`config.mk`:
```
export PLATFORM = sky130hd
export DESIGN_NAME = base64_line_wrapped_encoder
export DESIGN_NICKNAME = d
export VERILOG_FILES = /design/src/hw/rtl/b64lwe_pkg.sv /design/src/hw/rtl/b64lwe_packer.sv /design/src/hw/rtl/base64_line_wrapped_encoder.sv
export VERILOG_INCLUDE_DIRS = /design/src /design/src/hw/rtl
export SDC_FILE = /design/constraint.sdc
export NUM_CORES = 1
export LEC_CHECK = 0
export BUFFER_PORTS_ARGS = -buffer_cell sky130_fd_sc_hd__buf_2
export CORE_UTILIZATION = 48
export CTS_CLUSTER_DIAMETER = 80
export CTS_CLUSTER_SIZE = 28
export DETAILED_ROUTE_END_ITERATION = 16
export PLACE_DENSITY = 0.74
export SYNTH_ARGS = -nofsm -noshare
export SYNTH_HDL_FRONTEND = slang
export SYNTH_SLANG_ARGS = --single-unit
```
`constraint.sdc`:
```
create_clock -name clock -period 5.15 [get_ports clock]
set_input_delay 0.7725 -clock clock [delete_from_list [all_inputs] [get_ports clock]]
set_output_delay 0.7725 -clock clock [all_outputs]
set_load 0.02 [all_outputs]
```
`src/hw/rtl/base64_line_wrapped_encoder_assert.svh`:
```
// Assertion macros shared by the base64 line-wrapped encoder RTL.
// Included by files that carry concurrent checks; empty under SYNTHESIS.
`ifndef BASE64_LINE_WRAPPED_ENCODER_ASSERT_SVH
`define BASE64_LINE_WRAPPED_ENCODER_ASSERT_SVH
`ifndef SYNTHESIS
`define B64LWE_ASSERT(label, clk, rst, expr) \
   label: assert property (@(posedge clk) disable iff (rst) (expr)) \
      else $error("%m: check failed");
`define B64LWE_ASSERT_IMP(label, clk, rst, ante, cons) \
   label: assert property (@(posedge clk) disable iff (rst) (ante) |-> (cons)) \
      else $error("%m: check failed");
`define B64LWE_ASSERT_NEXT(label, clk, rst, ante, cons) \
   label: assert property (@(posedge clk) disable iff (rst) (ante) |=> (cons)) \
      else $error("%m: check failed");
`else
`define B64LWE_ASSERT(label, clk, rst, expr)
`define B64LWE_ASSERT_IMP(label, clk, rst, ante, cons)
`define B64LWE_ASSERT_NEXT(label, clk, rst, ante, cons)
`endif
`endif

```
`src/hw/rtl/b64lwe_pkg.sv`:
```
// Shared types, constants and the alphabet lookup of the base64 encoder.
// No dependencies.
`default_nettype none

package b64lwe_pkg;

   localparam logic [7:0] NL_CHAR    = 8'd10;
   localparam logic [7:0] PAD_CHAR   = 8'd61;
   localparam logic [6:0] LINE_MIN   = 7'd4;
   localparam logic [6:0] LINE_MAX   = 7'd76;
   localparam logic [6:0] LINE_RESET = 7'd60;
   localparam logic [2:0] MAX_SYMS   = 3'd4;

   // characters produced by one input byte, slot 0 goes out first
   typedef struct packed {
      logic [3:0][7:0] chars;
      logic [2:0]      count;
      logic            last;
   } bundle_type;

   function automatic logic [7:0] sym(input logic [5:0] v);
      logic [7:0] c;
      if (v < 6'd26) begin
         c = 8'd65 + {2'b00, v};
      end else if (v < 6'd52) begin
         c = 8'd71 + {2'b00, v};
      end else if (v < 6'd62) begin
         c = {2'b00, v} - 8'd4;
      end else if (v == 6'd62) begin
         c = 8'd43;
      end else begin
         c = 8'd47;
      end
      return c;
   endfunction

endpackage

`default_nettype wire

```
`src/hw/rtl/b64lwe_packer.sv`:
```
// Bit packer: splits incoming bytes into 6-bit symbols, adds tail padding.
// Depends on b64lwe_pkg.
`default_nettype none

module b64lwe_packer (
   input  wire                     clock,
   input  wire                     reset,
   input  wire                     load,
   input  wire  [7:0]              data_byte,
   input  wire                     last_byte,
   output b64lwe_pkg::bundle_type  bundle
);
   import b64lwe_pkg::*;

   typedef enum logic [2:0] {
      PH_NONE = 3'b001,
      PH_TWO  = 3'b010,
      PH_FOUR = 3'b100
   } phase_type;

   phase_type  phase_ff, phase_in;
   logic [3:0] bits_ff, bits_in;

   always_comb begin
      bundle       = '0;
      bundle.last  = last_byte;
      phase_in     = PH_NONE;
      bits_in      = 4'd0;
      unique case (phase_ff)
         PH_NONE: begin
            bundle.chars[0] = sym(data_byte[7:2]);
            if (last_byte) begin
               bundle.chars[1] = sym({data_byte[1:0], 4'b0000});
               bundle.chars[2] = PAD_CHAR;
               bundle.chars[3] = PAD_CHAR;
               bundle.count    = 3'd4;
            end else begin
               bundle.count = 3'd1;
               bits_in      = {2'b00, data_byte[1:0]};
               phase_in     = PH_TWO;
            end
         end
         PH_TWO: begin
            bundle.chars[0] = sym({bits_ff[1:0], data_byte[7:4]});
            if (last_byte) begin
               bundle.chars[1] = sym({data_byte[3:0], 2'b00});
               bundle.chars[2] = PAD_CHAR;
               bundle.count    = 3'd3;
            end else begin
               bundle.count = 3'd1;
               bits_in      = data_byte[3:0];
               phase_in     = PH_FOUR;
            end
         end
         PH_FOUR: begin
            bundle.chars[0] = sym({bits_ff, data_byte[7:6]});
            bundle.chars[1] = sym(data_byte[5:0]);
            bundle.count    = 3'd2;
         end
         default: begin
            bundle.chars[0] = sym(data_byte[7:2]);
            bundle.count    = 3'd1;
         end
      endcase
   end

   always_ff @(posedge clock) begin
      if (reset) begin
         phase_ff <= PH_NONE;
         bits_ff  <= 4'd0;
      end else if (load) begin
         phase_ff <= phase_in;
         bits_ff  <= bits_in;
      end
   end

endmodule

`default_nettype wire

```
`src/hw/rtl/base64_line_wrapped_encoder.sv`:
```
// Base64 encoder with line wrapping: top level, character emitter, CSR.
// Depends on b64lwe_pkg, b64lwe_packer and the assertion header.
//
// Usage:
//  req_* : one raw byte per beat, req_tlast marks the last byte of a message.
//  rsp_* : one ASCII character per beat (alphabet, '=' or newline 10);
//          rsp_tlast marks the closing newline of a message.
//  csr_* : write-only line length, clamped to 4..76, reset value 60.
//          Write only while the block is idle.
// Timing: an accepted byte is split into 1 to 4 characters in the same cycle;
//  the emitter then sends one result beat per cycle while rsp is not stalled,
//  with a newline beat after every line_length characters and at the end of a
//  message. The first result is registered in the emitter and then in the rsp
//  output register. The next byte is taken in the cycle the emitter sends the
//  last beat of the current one.
// Reset clears the encoder control and line state; line length returns to 60.
// A stall on rsp holds the output register and the emitter; req waits while busy.
`default_nettype none

module base64_line_wrapped_encoder (
   input  wire         clock,
   input  wire         reset,
   input  wire         req_tvalid,
   output logic        req_tready,
   input  wire  [7:0]  req_tdata,   // [7:0] data_byte
   input  wire         req_tlast,   // last_byte
   output logic        rsp_tvalid,
   input  wire         rsp_tready,
   output logic [7:0]  rsp_tdata,   // [7:0] out_char
   output logic        rsp_tlast,   // last_char
   input  wire         csr_valid,
   output logic        csr_ready,
   input  wire  [6:0]  csr_data
);
   import b64lwe_pkg::*;

`include "base64_line_wrapped_encoder_assert.svh"

   bundle_type      bundle;
   logic            accept;

   logic [6:0]      len_ff;
   logic            busy_ff, busy_in;
   logic [3:0][7:0] chars_ff, chars_in;
   logic [2:0]      left_ff, left_in;
   logic            nl_pend_ff, nl_pend_in;
   logic            last_item_ff, last_item_in;
   logic [6:0]      pos_ff, pos_in;
   logic            rsp_tvalid_ff, rsp_tvalid_in;
   logic [7:0]      rsp_tdata_ff, rsp_tdata_in;
   logic            rsp_tlast_ff, rsp_tlast_in;

   logic            out_free, step, done, wrap;
   logic [6:0]      pos_inc;
   logic [7:0]      emit_char;
   logic            emit_last;

   assign accept = req_tvalid & req_tready;

   b64lwe_packer u_packer (
      .clock     (clock),
      .reset     (reset),
      .load      (accept),
      .data_byte (req_tdata),
      .last_byte (req_tlast),
      .bundle    (bundle)
   );

   // line length register
   assign csr_ready = 1'b1;

   always_ff @(posedge clock) begin
      if (reset) begin
         len_ff <= LINE_RESET;
      end else if (csr_valid) begin
         if (csr_data < LINE_MIN) begin
            len_ff <= LINE_MIN;
         end else if (csr_data > LINE_MAX) begin
            len_ff <= LINE_MAX;
         end else begin
            len_ff <= csr_data;
         end
      end
   end

   // emitter: one beat per step
   assign out_free = ~rsp_tvalid_ff | rsp_tready;
   assign step     = busy_ff & out_free;
   assign pos_inc  = pos_ff + 7'd1;
   assign wrap     = (pos_inc >= len_ff);

   always_comb begin
      emit_char  = NL_CHAR;
      emit_last  = 1'b0;
      done       = 1'b0;
      chars_in   = chars_ff;
      left_in    = left_ff;
      nl_pend_in = nl_pend_ff;
      pos_in     = pos_ff;
      priority if (nl_pend_ff) begin
         emit_last  = last_item_ff & (left_ff == 3'd0);
         done       = (left_ff == 3'd0);
         nl_pend_in = 1'b0;
         pos_in     = 7'd0;
      end else if (left_ff != 3'd0) begin
         emit_char  = chars_ff[0];
         chars_in   = {8'h00, chars_ff[3:1]};
         left_in    = left_ff - 3'd1;
         nl_pend_in = wrap;
         pos_in     = wrap ? 7'd0 : pos_inc;
         // a last item always needs a closing newline after its final char
         done       = (left_ff == 3'd1) & ~wrap & ~last_item_ff;
      end else begin
         // closing newline of a partial line
         emit_last  = 1'b1;
         done       = 1'b1;
         pos_in     = 7'd0;
      end
   end

   assign req_tready = ~busy_ff | (step & done);

   always_comb begin
      busy_in       = busy_ff;
      last_item_in  = last_item_ff;
      rsp_tvalid_in = rsp_tvalid_ff;
      rsp_tdata_in  = rsp_tdata_ff;
      rsp_tlast_in  = rsp_tlast_ff;
      if (step) begin
         rsp_tvalid_in = 1'b1;
         rsp_tdata_in  = emit_char;
         rsp_tlast_in  = emit_last;
         if (done) begin
            busy_in = 1'b0;
         end
      end else if (rsp_tready) begin
         rsp_tvalid_in = 1'b0;
      end
      if (accept) begin
         busy_in      = 1'b1;
         last_item_in = bundle.last;
      end
   end

   always_ff @(posedge clock) begin
      if (reset) begin
         busy_ff       <= 1'b0;
         left_ff       <= 3'd0;
         nl_pend_ff    <= 1'b0;
         last_item_ff  <= 1'b0;
         pos_ff        <= 7'd0;
         rsp_tvalid_ff <= 1'b0;
      end else begin
         busy_ff       <= busy_in;
         last_item_ff  <= last_item_in;
         rsp_tvalid_ff <= rsp_tvalid_in;
         pos_ff        <= step ? pos_in : pos_ff;
         if (accept) begin
            left_ff    <= bundle.count;
            nl_pend_ff <= 1'b0;
         end else if (step) begin
            left_ff    <= left_in;
            nl_pend_ff <= nl_pend_in;
         end
      end
   end

   always_ff @(posedge clock) begin
      if (accept) begin
         chars_ff <= bundle.chars;
      end else if (step) begin
         chars_ff <= chars_in;
      end
      rsp_tdata_ff <= rsp_tdata_in;
      rsp_tlast_ff <= rsp_tlast_in;
   end

   assign rsp_tvalid = rsp_tvalid_ff;
   assign rsp_tdata  = rsp_tdata_ff;
   assign rsp_tlast  = rsp_tlast_ff;

   `B64LWE_ASSERT(a_pos_range, clock, reset, pos_ff <= LINE_MAX)
   `B64LWE_ASSERT(a_left_range, clock, reset, left_ff <= MAX_SYMS)
   `B64LWE_ASSERT_IMP(a_close_nl_only_last, clock, reset, busy_ff && left_ff == 3'd0 && !nl_pend_ff, last_item_ff)
   `B64LWE_ASSERT_IMP(a_tlast_is_nl, clock, reset, rsp_tvalid && rsp_tlast, rsp_tdata == NL_CHAR)
   `B64LWE_ASSERT_NEXT(a_accept_busy, clock, reset, req_tvalid && req_tready, busy_ff)

endmodule

`default_nettype wire

```
# Word level (Yosys, flattened, before mapping)
# Index checks and enable logic that the tools add are counted.
# totals
regBits	69
output_inout_bits	12
input_bits	21
elab_cells	148
# op_classes
muxes	60
magnitude_cmp	21
n_eq_ne	9
reduce_logical	10
add_sub_neg	20
bitwise_logic	13
# ops
op	count
8-bit two-way mux	18
32-bit two-way mux	4
7-bit by 6-bit adder with 8-bit output (first input constant)	12
6-bit less-than comparator (second input constant)	12
6-bit by 3-bit subtractor with 7-bit output (second input constant)	6
6-bit by 5-bit less-than comparator with 1-bit output (second input constant)	6
7-bit two-way mux	5
11-bit case mux with 3 select lines	1
3-bit two-way mux	10
6-bit equality test (second input constant)	4
8-bit case mux with 3 select lines	1
22-bit two-way mux	1
8-bit case mux with 2 select lines	1
14-bit two-way mux	1
1-bit two-way mux	11
4-bit case mux with 2 select lines	1
2-bit nonzero test	4
7-bit by 1-bit adder with 7-bit output (second input constant)	1
7-bit >= comparator	1
7-bit greater-than comparator (second input constant)	1
7-bit by 3-bit less-than comparator with 1-bit output (second input constant)	1
1-bit AND	6
3-bit by 1-bit equality test with 1-bit output (second input constant)	2
2-bit two-way mux	3
14 further kinds	20

# Logic depth before layout (Yosys ltp)
# Gate-level depths: netlist of run 1.
# depth
ltp_word	12
ltp_mapped	12
depth_no_buf	10

# Cells and area by module
# From an unflattened synthesis of run 1, not the netlist that was laid out.
# unflattened
cells_unflattened	582
hier_area_um2	5363.9
# modules_own_cells
module	area_each_um2	instances	seq_area_each_um2	cells_each
base64_line_wrapped_encoder	3002.9	1	1651.6	241
b64lwe_packer	2361.0	1	140.1	341

# Least setup slack after synthesis of run 1
# Ideal clock, no wire load.
# synth_timing
path_kind	reg2reg
from	reg pos_ff[0]
to	reg chars_ff[0] (netlist name), enable pin
setup_ns	0.380
path_slack_ns	2.213
t_arrival_ns	2.558
path_stages_with_launch	11
n_path_buf	1
synth_period_minus_slack_ns	2.937
path_cell_list	dfxtp_1 ha_1 nand3_1 nor2_1 xor2_1 ha_1 nand4_1 o221a_2 a41oi_4 clkbuf_1 nand2_1
# synth_via
elab_chain_cells	12
word_cells_on_any_way	14
cone_classes	add/sub (1); order compare (1); eq/ne (1); mux (2); bitwise (6); reduce/logical (3)
# synth_lines
element	line_no	text
start: declaration	base64_line_wrapped_encoder.sv:48	logic [6:0] pos_ff, pos_in;
start signal: assignment	base64_line_wrapped_encoder.sv:157	pos_ff <= step ? pos_in : pos_ff;
7-bit by 1-bit adder with 7-bit output (*)	base64_line_wrapped_encoder.sv:89	assign pos_inc = pos_ff + 7'd1;
7-bit >= comparator (*)	base64_line_wrapped_encoder.sv:90	assign wrap = (pos_inc >= len_ff);
1-bit NOT (*)	base64_line_wrapped_encoder.sv:112	done = (left_ff == 3'd1) & ~wrap & ~last_item_ff;
1-bit AND (*) (2 in a row)	base64_line_wrapped_encoder.sv:112	
1-bit two-way mux (*)	base64_line_wrapped_encoder.sv:105	end else if (left_ff != 3'd0) begin
1-bit two-way mux (*)	base64_line_wrapped_encoder.sv:100	priority if (nl_pend_ff) begin
1-bit AND (*)	base64_line_wrapped_encoder.sv:121	assign req_tready = ~busy_ff | (step & done);
1-bit bitwise OR (*)	base64_line_wrapped_encoder.sv:121	
1-bit AND (*)	base64_line_wrapped_encoder.sv:58	assign accept = req_tvalid & req_tready;
2-bit != test (no source line) / 2-bit nonzero test (equally long branches)	--	
3-bit AND reduction (no source line) (*)	--	
end signal: assignment	base64_line_wrapped_encoder.sv:170	chars_ff <= bundle.chars;
end signal: assignment	base64_line_wrapped_encoder.sv:172	chars_ff <= chars_in;
end: declaration	base64_line_wrapped_encoder.sv:44	logic [3:0][7:0] chars_ff, chars_in;
# Every way passes the cells marked *; elsewhere a longest branch is shown, timed or not.
# A chain may end at the register's enable or synchronous reset.

# Final worst setup path of run 1
# layout_timing
from	reg pos_ff[0]
to	reg chars_ff[11] (netlist name), enable pin
# Same word-level chain as after synthesis.

==> results of run 1 <==
-- logic make-up (layout without fill, tap and decap cells) --
logic type	Yosys count	count (layout)	synth area share [%]
xor gates and xnor gates	22	22	4.40
adders and majority gates	31	31	8.87
buffers and inverters	67	70	6.38
AOI/OAI and AO/OA	158	158	24.0
other	1	1	0.0857
and+or+nand+nor	200	200	23.0
DFF	55	55	31.4
muxes	8	8	1.89
-- cell type report --
class	count	share of cell area (%)
clock inverters	3	0.436
repair buffers	32	3.54
inverters	30	2.45
well taps	108	2.94
flip-flops and latches	55	29.8
multi-input cells	420	59.3
clock buffers	5	1.50
-- metrics by stage --
stage / instance area, µm² / total power, mW / cells / setup WS (ps)
after floorplan: 4370 / 0.788 / 542 / 2210
after detailed placement: 4510 / 0.868 / 645 / 1630
after CTS: 4590 / 1.10 / 653 / 1660
after global routing: 4590 / 1.16 / 653 / 1290
after global placement: 4510 / 0.859 / 645 / 1750
final: 4590 / 1.10 / 653 / 1630
-- where the power goes --
part           switching [mW]  total [mW]  leakage (nW)  internal, mW
Clock                   0.141       0.236        0.0418        0.0951
Combinational           0.200       0.310          1.26         0.110
Sequential             0.0266       0.555         0.497         0.528
Total                   0.368        1.10          1.80         0.734
-- worst reg2reg max path, cell delays in order (launching register included) --
cell and delay [ps]:
dfxtp_1 410, ha_1 200, nand3_1 120, nor2_1 150
xor2_1 270, ha_1 220, nand4_1 110, o221a_2 330
a41oi_4 640, nand2_1 650
-- layout by cell type (no fill, tap or decap), types with 4 or more instances in the layout --
master,n
a211oi_1,6
a21o_1,7
a21oi_1,49
a221oi_1,7
a22oi_1,9
a31oi_1,10
and2_1,9
buf_2,31
clkbuf_8,5
dfxtp_1,28
edfxtp_1,27
ha_1,31
inv_1,28
mux2i_1,6
nand2_1,58
nand2b_1,15
nand3_1,24
nand3b_1,4
nand4_1,6
nor2_1,37
nor2b_1,7
nor3_1,18
o211ai_1,7
o21ai_0,18
o21ai_1,10
o221ai_1,4
o311ai_0,4
o31ai_1,6
or3_1,4
xnor2_1,16
xor2_1,6
-- registers in the layout (all words and copies together), names as in the netlist --
| name | flops |
|---|---|
| chars_ff | 18 |
| rsp_tdata | 8 |
| len_ff | 7 |
| pos_ff | 7 |
| u_packer.bits_ff | 4 |
| left_ff | 3 |
| u_packer.phase_ff | 3 |
| busy_ff | 1 |
| last_item_ff | 1 |
| nl_pend_ff | 1 |
| rsp_tlast | 1 |
| rsp_tvalid | 1 |
-- worst max-delay path by stage --
stage,startpoint,endpoint,slack [ps],cells after the start
2_1_floorplan,pos_ff[0],chars_ff[0],2210,10
3_3_place_gp,req_tdata[5],chars_ff[6],1750,8
3_5_place_dp,req_tdata[5],chars_ff[6],1630,8
4_1_cts,pos_ff[0],chars_ff[11],1660,9
5_1_grt,pos_ff[0],chars_ff[11],1290,9
6_report,pos_ff[0],chars_ff[11],1630,9
-- routing by layer --
metal | up-vias | GRT usage, % | share of wire [%]
li1 | 1977 | - | -
met1 | 1881 | 33.2 | 45
met2 | 188 | 36.1 | 46
met3 | 15 | 2.95 | 7.0
met4 | 0 | 7.35 | 1.7
met5 | - | 0 | 0
==> flow_summary.json, run 1 <==
{
  "maxCapViolCount": 0,
  "via_per_inst": 6.22,
  "synthTopCellsByArea": "edfxtp_1, dfxtp_1, ha_1",
  "cts_buffers": 5,
  "crit_family": "simple AND/OR/NAND/NOR gates",
  "slowest_stage": "nand2_1",
  "finalHoldViolations": 0,
  "fin_tns_setup_ps": 0,
  "die_y_um": 97.5,
  "layout-drive-gt1-share_pct": 8.99,
  "post_cts_buffers": 0,
  "crit_buf_inv": 0,
  "ys_warn_count": 0,
  "crit_type": "flip-flop to flip-flop",
  "power_density_mw_per_mm2": 240,
  "synth_edf_count": 27,
  "drt_pass1_iterations": 5,
  "fmax_mhz": 284,
  "numPortBuffers": 31,
  "cts.sinks": 55,
  "dpl.hpwl_um": 7900,
  "worstHoldStart": "len_ff[3]",
  "drc_errors": 0,
  "yosys.area.top_type": "edfxtp_1",
  "cpMostUsedCell": "ha_1",
  "p_leak_nw": 1.80,
  "path_cells": "ha_1 -> nand3_1 -> nor2_1 -> xor2_1 -> ha_1 -> nand4_1 -> o221a_2 -> a41oi_4 -> nand2_1",
  "grt_pass1_vias": 3636,
  "fin_crit_ps": 3520,
  "avgSynthCellArea_um2": 8.07,
  "reg2reg_from": "pos_ff[0]",
  "grt_pass1_wl_um": 18100,
  "gp_congestion": 0.990,
  "gr-total-overflow": 0,
  "arrival_ps": 3410,
  "hold_depth": 1,
  "ys_types": 66,
  "fill_cells": 829,
  "rrSetupSlack_ps": 1630,
  "grt_usage_pct": 23.2,
  "final_util_pct": 52.4,
  "startpoint_type": "flip-flop",
  "ant_nets": 0,
  "synth_area_mm2": 0.00437,
  "rsz0062_at_grt": "false",
  "crit_path_max_fanout": 26,
  "syn-num-nets": 594,
  "syn_to_final_growth_pct": 5.03,
  "cts_root_buffer": "clkbuf_8",
  "crit_path_max_incr_delay_ps": 650,
  "r2r_cells": 9,
  "ir_worst_vdd_mv": 0.135,
  "antenna_found_initial": 0,
  "core_mm2": 0.00876,
  "num_io_pins": 33,
  "async_reset_ff_share_pct": 0,
  "cp-end-kind": "flip-flop",
  "multi_input_area_mm2": 0.00272,
  "antennaDiodeCount": 0,
  "regArea_mm2": 0.00137,
  "drtIter0Drc": 335,
  "required_ps": 5040,
  "cts_resized": 0,
  "synth_flop_cell": "dfxtp_1",
  "holdPathEnd": "len_ff[3]",
  "fin_hold_ws_ps": 478,
  "insertion_delay_ps": 310,
  "cts_tree": "yes",
  "rows": 34,
  "ys_ff_latch": 55,
  "synth_cells": 542,
  "finalMaxSlewViolations": 0,
  "start_util_pct": 49.9,
  "vias": 4061,
  "ys_seq_area_share_pct": 31.4,
  "synthTopCellsByCount": "nand2_1, a21oi_1, nor2_1, ha_1",
  "worst_pin_slew_ps": 878,
  "skew_ps": 6.43,
  "slew_headroom_pct": 41.5,
  "cts_hold_buffers": 0,
  "cts.clk_slew.worst_paths_ps": 100,
  "cts_max_level": 2,
  "routed_wl_um": 11000,
  "grt_start_max_net_pins": 29,
  "dieArea_mm2": 0.00950,
  "synth_top_area_share_pct": 18.5,
  "setup_viol": 0,
  "hp-class": "flip-flop to flip-flop",
  "timing.rr.end": "chars_ff[11]",
  "wire_per_inst_um": 16.8,
  "clk_path_buf_depth": 2,
  "final_net_count": 596,
  "die_w_um": 97.5,
  "yosysMostFrequentCell": "nand2_1",
  "finalCritPeriodShare_pct": 68.3,
  "outcome": "finished, final reports clean"
}
No activity file was read; power rests on OpenSTA's default activity.
==> inputs of run 2 (changes only) <==
--- a/config.mk
+++ b/config.mk
@@ -6,6 +6,7 @@
 export SDC_FILE = /design/constraint.sdc
 export NUM_CORES = 1
 export LEC_CHECK = 0
+export ABC_AREA = 1
 export BUFFER_PORTS_ARGS = -buffer_cell sky130_fd_sc_hd__buf_2
 export CORE_UTILIZATION = 48
 export CTS_CLUSTER_DIAMETER = 80
==> constraint.sdc (replaced) <==
create_clock -name clock -period 3.6 [get_ports clock]
set_input_delay 0.54 -clock clock [delete_from_list [all_inputs] [get_ports clock]]
set_output_delay 0.54 -clock clock [all_outputs]
set_load 0.02 [all_outputs]
==> flow_summary.json, run 2 <==
{
  "outcome": "finished, violations left",
  "violations": "DRC",
  "layout_commonest_cell": "nand2_1",
  "synthXorXnorAreaFrac_pct": 3.17,
  "ys_types": 44,
  "synthTopCellsByArea": "edfxtp_1, nand2_1, dfxtp_1",
  "ys_seq_area_share_pct": 31.0,
  "dpl.hpwl_um": 8290,
  "cts_root_buffer": "clkbuf_8",
  "post_cts_buffers": 0,
  "synth-simple-area-share_pct": 31.9,
  "fin_crit_ps": 3220,
  "worst_pin_slew_ps": 687,
  "cts_tree": "yes",
  "synth_edf_count": 27,
  "power_mw": 1.59,
  "cts.clk_slew.worst_paths_ps": 100,
  "syn_to_final_growth_pct": 6.86,
  "hold_depth": 2,
  "multi_input_area_mm2": 0.00261,
  "reg2reg_from": "pos_ff[0]",
  "antennaDiodeCount": 0,
  "finalHoldViolations": 0,
  "crit_path_max_incr_delay_ps": 580,
  "skew_ps": 5.47,
  "synth_cells": 638,
  "ys_warn_count": 0,
  "synth_compound_area_share_pct": 15.2,
  "numPortBuffers": 31,
  "slew_headroom_pct": 54.1,
  "synth_top_area_share_pct": 18.4,
  "cts_hold_buffers": 0,
  "path_cells": "ha_1 -> nand3_1 -> nand3b_1 -> xnor2_1 -> ha_1 -> nand2_1 -> inv_1 -> a21oi_2 -> nand3_1 -> nand2_1 -> nand2_2 -> nand2_4 -> nand2_4 -> nand2_1",
  "synth_flop_cell": "dfxtp_1",
  "drtIter0Drc": 315,
  "cts_buffers": 5,
  "synthTopCellsByCount": "nand2_1, inv_1, nand3_1, nor2_1, a21oi_1",
  "drc_errors": 4,
  "clk_path_buf_depth": 2,
  "wire_per_inst_um": 14.2,
  "num_io_pins": 33,
  "fmax_mhz": 310,
  "yosysMostFrequentCell": "nand2_1",
  "cpMostUsedCell": "nand2_1",
  "startpoint_type": "flip-flop",
  "fill_cells": 875,
  "grt_pass1_wl_um": 18300,
  "finalMaxSlewViolations": 0,
  "hp-class": "flip-flop to flip-flop",
  "insertion_delay_ps": 310,
  "ir_worst_vdd_mv": 0.197,
  "dieArea_mm2": 0.00959,
  "gr-total-overflow": 0,
  "synthAdderAreaFrac_pct": 8.78,
  "grt_pass1_vias": 3929,
  "setup_viol": 0,
  "regArea_mm2": 0.00137,
  "arrival_ps": 3180,
  "cts.sinks": 55,
  "final_cells": 770,
  "avgSynthCellArea_um2": 6.92,
  "ys_ff_latch": 55,
  "start_util_pct": 50.2,
  "regMostFlops": "chars_ff",
  "muxShareOfSynthArea_pct": 0,
  "gp_congestion": 0.950,
  "crit_start": "pos_ff[0]",
  "core_mm2": 0.00881,
  "p_leak_nw": 2.22,
  "routed_wl_um": 11000,
  "worstHoldStart": "len_ff[1]",
  "fin_tns_setup_ps": 0,
  "rows": 34,
  "grt_start_max_net_pins": 28,
  "layout-drive-gt1-share_pct": 11.0,
  "antenna_found_initial": 0,
  "maxCapViolCount": 0,
  "ant_nets": 0,
  "finalCritPeriodShare_pct": 89.5,
  "cts_max_level": 2,
  "vias": 4306,
  "layout_common_cells": "nand2_1, inv_1, nand3_1",
  "r2r_cells": 14,
  "largest_register_ffs": 18,
  "final_net_count": 713,
  "async_reset_ff_share_pct": 0,
  "yosys.area.top_type": "edfxtp_1",
  "dp_cells": 762,
  "power_density_mw_per_mm2": 338,
  "synth_top_family_by_area": "simple AND/OR/NAND/NOR gates",
  "rsz0062_at_grt": "false",
  "synth_area_mm2": 0.00442,
  "grt_usage_pct": 23.3,
  "slowest_stage": "nand2_1",
  "crit_path_max_fanout": 27,
  "via_per_inst": 5.59,
  "syn-num-nets": 690,
  "required_ps": 3560,
  "drt_pass1_iterations": 11,
  "die_w_um": 97.9,
  "crit_type": "flip-flop to flip-flop",
  "die_y_um": 97.9,
  "cp-end-kind": "flip-flop",
  "cts_resized": 0
}
[run 2: cell count changes in the layout (fill, tap and decap cells not counted), sizes merged, moves of 10 or more]
cell    change
nor3       -10
nand2     +113
inv        +58
nand2b     -15
nand3      +44
nor2       +20
o21ai      +14
[run 2: path summary, 6_finish.rpt]
path / end / slack [ps]
worst max-delay path: chars_ff[1] / 380
worst max register to register: chars_ff[1] / 380
worst min-delay path: len_ff[1] / 470
worst min register to register: len_ff[1] / 470
[run 2: metrics by stage]
step	hold WS, ps	cell area, µm²	utilization (%)	worst slack (ps)
final	473	4720	53.6	377
after global routing	475	4720	53.6	123
after CTS	473	4720	53.6	376
after detailed placement	460	4600	52.3	424
after global placement	461	4600	52.3	581
after floorplan	442	4420	-	684
[run 2: layer usage]
layer / share of wire [%] / routed length, µm / vias up / GRT usage [%]
li1: - / - / 2146 / -
met1: 45 / 4910 / 1978 / 31.0
met2: 47 / 5110 / 161 / 39.4
met3: 6.1 / 670 / 21 / 2.43
met4: 2.3 / 255 / 0 / 7.81
met5: 0 / 0 / - / 0
[run 2: where the power goes]
part           internal, mW  total [mW]  switching (mW)
registers             0.738       0.763          0.0250
clock network         0.210       0.417           0.208
logic                 0.127       0.413           0.286
total                  1.08        1.59           0.518
[run 2: area by class of cell]
type                            count  share of cell area [%]
Tap cell                          108                    2.86
Clock inverter                      3                   0.981
Multi-Input combinational cell    480                    55.3
Sequential cell                    55                    29.1
Clock buffer                        5                    1.46
Inverter                           88                    7.05
Timing Repair Buffer               31                    3.29
[run 2: worst max-delay path: cells and delay by family, from the launching register on]
| kind | cells | cell delay [ps] |
|---|---|---|
| DFF | 1 | 420 |
| xor gates and xnor gates | 1 | 190 |
| and+or+nand+nor | 9 | 1530 |
| AOI/OAI and AO/OA | 1 | 170 |
| adders and majority gates | 2 | 490 |
| buffers and inverters | 1 | 60 |
[run 2: logic make-up after synthesis]
family,Yosys count
compound gates,115
xor+xnor,16
fa+ha+maj,31
buf+inv,103
flops,55
other cells,1
simple gates,317
==> inputs of run 3 (changes only) <==
--- a/config.mk
+++ b/config.mk
@@ -13,6 +13,7 @@
 export CTS_CLUSTER_SIZE = 28
 export DETAILED_ROUTE_END_ITERATION = 16
 export PLACE_DENSITY = 0.74
+export SETUP_SLACK_MARGIN = 0.4
 export SYNTH_ARGS = -nofsm -noshare
 export SYNTH_HDL_FRONTEND = slang
 export SYNTH_SLANG_ARGS = --single-unit
==> flow_summary.json, run 3 (synthesized netlist as in run 2, its figures left out) <==
{
  "finalCritPeriodShare_pct": 84.8,
  "dieArea_mm2": 0.00959,
  "skew_ps": 6.68,
  "cts_tree": "yes",
  "core_mm2": 0.00881,
  "layout_common_cells": "nand2_1, inv_1, nand3_1",
  "fin_crit_ps": 3050,
  "drc_errors": 4,
  "drtIter0Drc": 268,
  "setup_slack_ps": 548,
  "crit_buf_inv": 2,
  "finalMaxSlewViolations": 0,
  "cts.clk_slew.worst_paths_ps": 100,
  "clkPwrFrac_pct": 26.1,
  "crit_type": "flip-flop to output port",
  "layout-drive-gt1-share_pct": 11.8,
  "crit_path_max_incr_delay_ps": 380,
  "maxCapViolCount": 0,
  "antennaDiodeCount": 0,
  "gr-total-overflow": 0,
  "cts_resized": 1,
  "power_density_mw_per_mm2": 336,
  "largest_register_ffs": 18,
  "power_mw": 1.59,
  "arrival_ps": 2510,
  "dp_slack_ps": 424,
  "start_util_pct": 50.2,
  "clk_path_buf_depth": 2,
  "rsz0062_at_grt": "false",
  "cts.sinks": 55,
  "insertion_delay_ps": 310,
  "final_net_count": 713,
  "cp-end-kind": "output port",
  "outcome": "finished, violations left",
  "post_cts_buffers": 0,
  "drt_pass1_iterations": 11,
  "finalHoldViolations": 0,
  "layout_commonest_cell": "nand2_1",
  "setup_viol": 0,
  "final_cells": 770,
  "die_y_um": 97.9,
  "violations": "DRC",
  "p_comb_share_pct": 26.0,
  "antenna_found_initial": 0,
  "ir_worst_vdd_mv": 0.196,
  "die_w_um": 97.9,
  "cts_hold_buffers": 0,
  "crit_path_max_fanout": 5,
  "grt_pass1_wl_um": 18300,
  "syn_to_final_growth_pct": 7.31,
  "gp_congestion": 0.950,
  "power.switching_mw": 0.518,
  "numPortBuffers": 31,
  "routed_wl_um": 10900,
  "dpl.hpwl_um": 8290,
  "ant_nets": 0,
  "place_area_mm2": 0.00460,
  "hp-class": "flip-flop to flip-flop",
  "required_ps": 3060,
  "internal-power_mw": 1.08,
  "grt_usage_pct": 23.3,
  "crit_family": "simple AND/OR/NAND/NOR gates",
  "regMostFlops": "chars_ff",
  "p_leak_nw": 2.23,
  "switching_share_pct": 32.5,
  "slowest_stage": "dfxtp_4",
  "cts_buffers": 5,
  "cts_root_buffer": "clkbuf_8",
  "seqPwrFrac_pct": 47.9,
  "dp_cells": 762,
  "path_cells": "ha_2 -> nand3_1 -> nand3b_1 -> xnor2_2 -> ha_1 -> nand2_1 -> inv_1 -> a21oi_2 -> nand3_1 -> nand2_1 -> nand2_2 -> nand2_4 -> buf_4",
  "wire_per_inst_um": 14.2,
  "cts_max_level": 2,
  "num_io_pins": 33,
  "fmax_mhz": 328,
  "grt_start_max_net_pins": 28,
  "grt_pass1_vias": 3929,
  "rows": 34,
  "via_per_inst": 5.58,
  "vias": 4296,
  "startpoint_type": "flip-flop",
  "fin_tns_setup_ps": 0,
  "fin_area_mm2": 0.00474
}
run 3: path summary, 6_finish.rpt:
| path | depth (start not counted) | slack (ps) | start | to |
|---|---|---|---|---|
| setup / recovery | 13 | 550 | pos_ff[0] | req_tready |
| setup reg to reg | 14 | 650 | pos_ff[0] | chars_ff[1] |
| hold reg to reg | 2 | 470 | len_ff[1] | len_ff[1] |
| hold / removal | 2 | 470 | len_ff[1] | len_ff[1] |
run 3: layer usage:
layer  track usage [%]  vias to the layer above  part of all wire, %
li1                  -                     2147                    -
met1              31.0                     1955                   44
met2              39.4                      171                   47
met3              2.43                       23                  6.6
met4              7.81                        0                  2.4
met5                 0                        -                    0
run 3: power groups by stage:
| stage | sequential (mW) | combinational (mW) | clock, mW |
|---|---|---|---|
| after floorplan | 0.787 | 0.293 | 0 |
| final | 0.764 | 0.415 | 0.416 |
| after CTS | 0.763 | 0.410 | 0.418 |
| after global routing | 0.771 | 0.465 | 0.448 |
| after detailed placement | 0.778 | 0.407 | 0 |
| after global placement | 0.776 | 0.398 | 0 |
run 3: worst reg2reg max path, delay by kind of cell, from the launching register on:
kind	cells	cell delay, ps
AOI/OAI and AO/OA	1	170
xor gates and xnor gates	1	160
adders and majority gates	2	490
buffers and inverters	1	70
DFF	1	380
and+or+nand+nor	9	1340
run 3: layout make-up:
cell class | count | area, µm²
Inverter | 88 | 333
Clock buffer | 5 | 68.8
Sequential cell | 55 | 1380
Multi-Input combinational cell | 480 | 2620
Fill cell | 871 | 4070
Tap cell | 108 | 135
Timing Repair Buffer | 31 | 158
Clock inverter | 3 | 46.3
run 3: per-stage QoR:
step           hold slack [ps]  utilization [%]
2_1_floorplan              442                -
3_3_place_gp               461             52.3
3_5_place_dp               460             52.3
4_1_cts                    473             53.6
5_1_grt                    475             53.8
6_report                   473             53.8
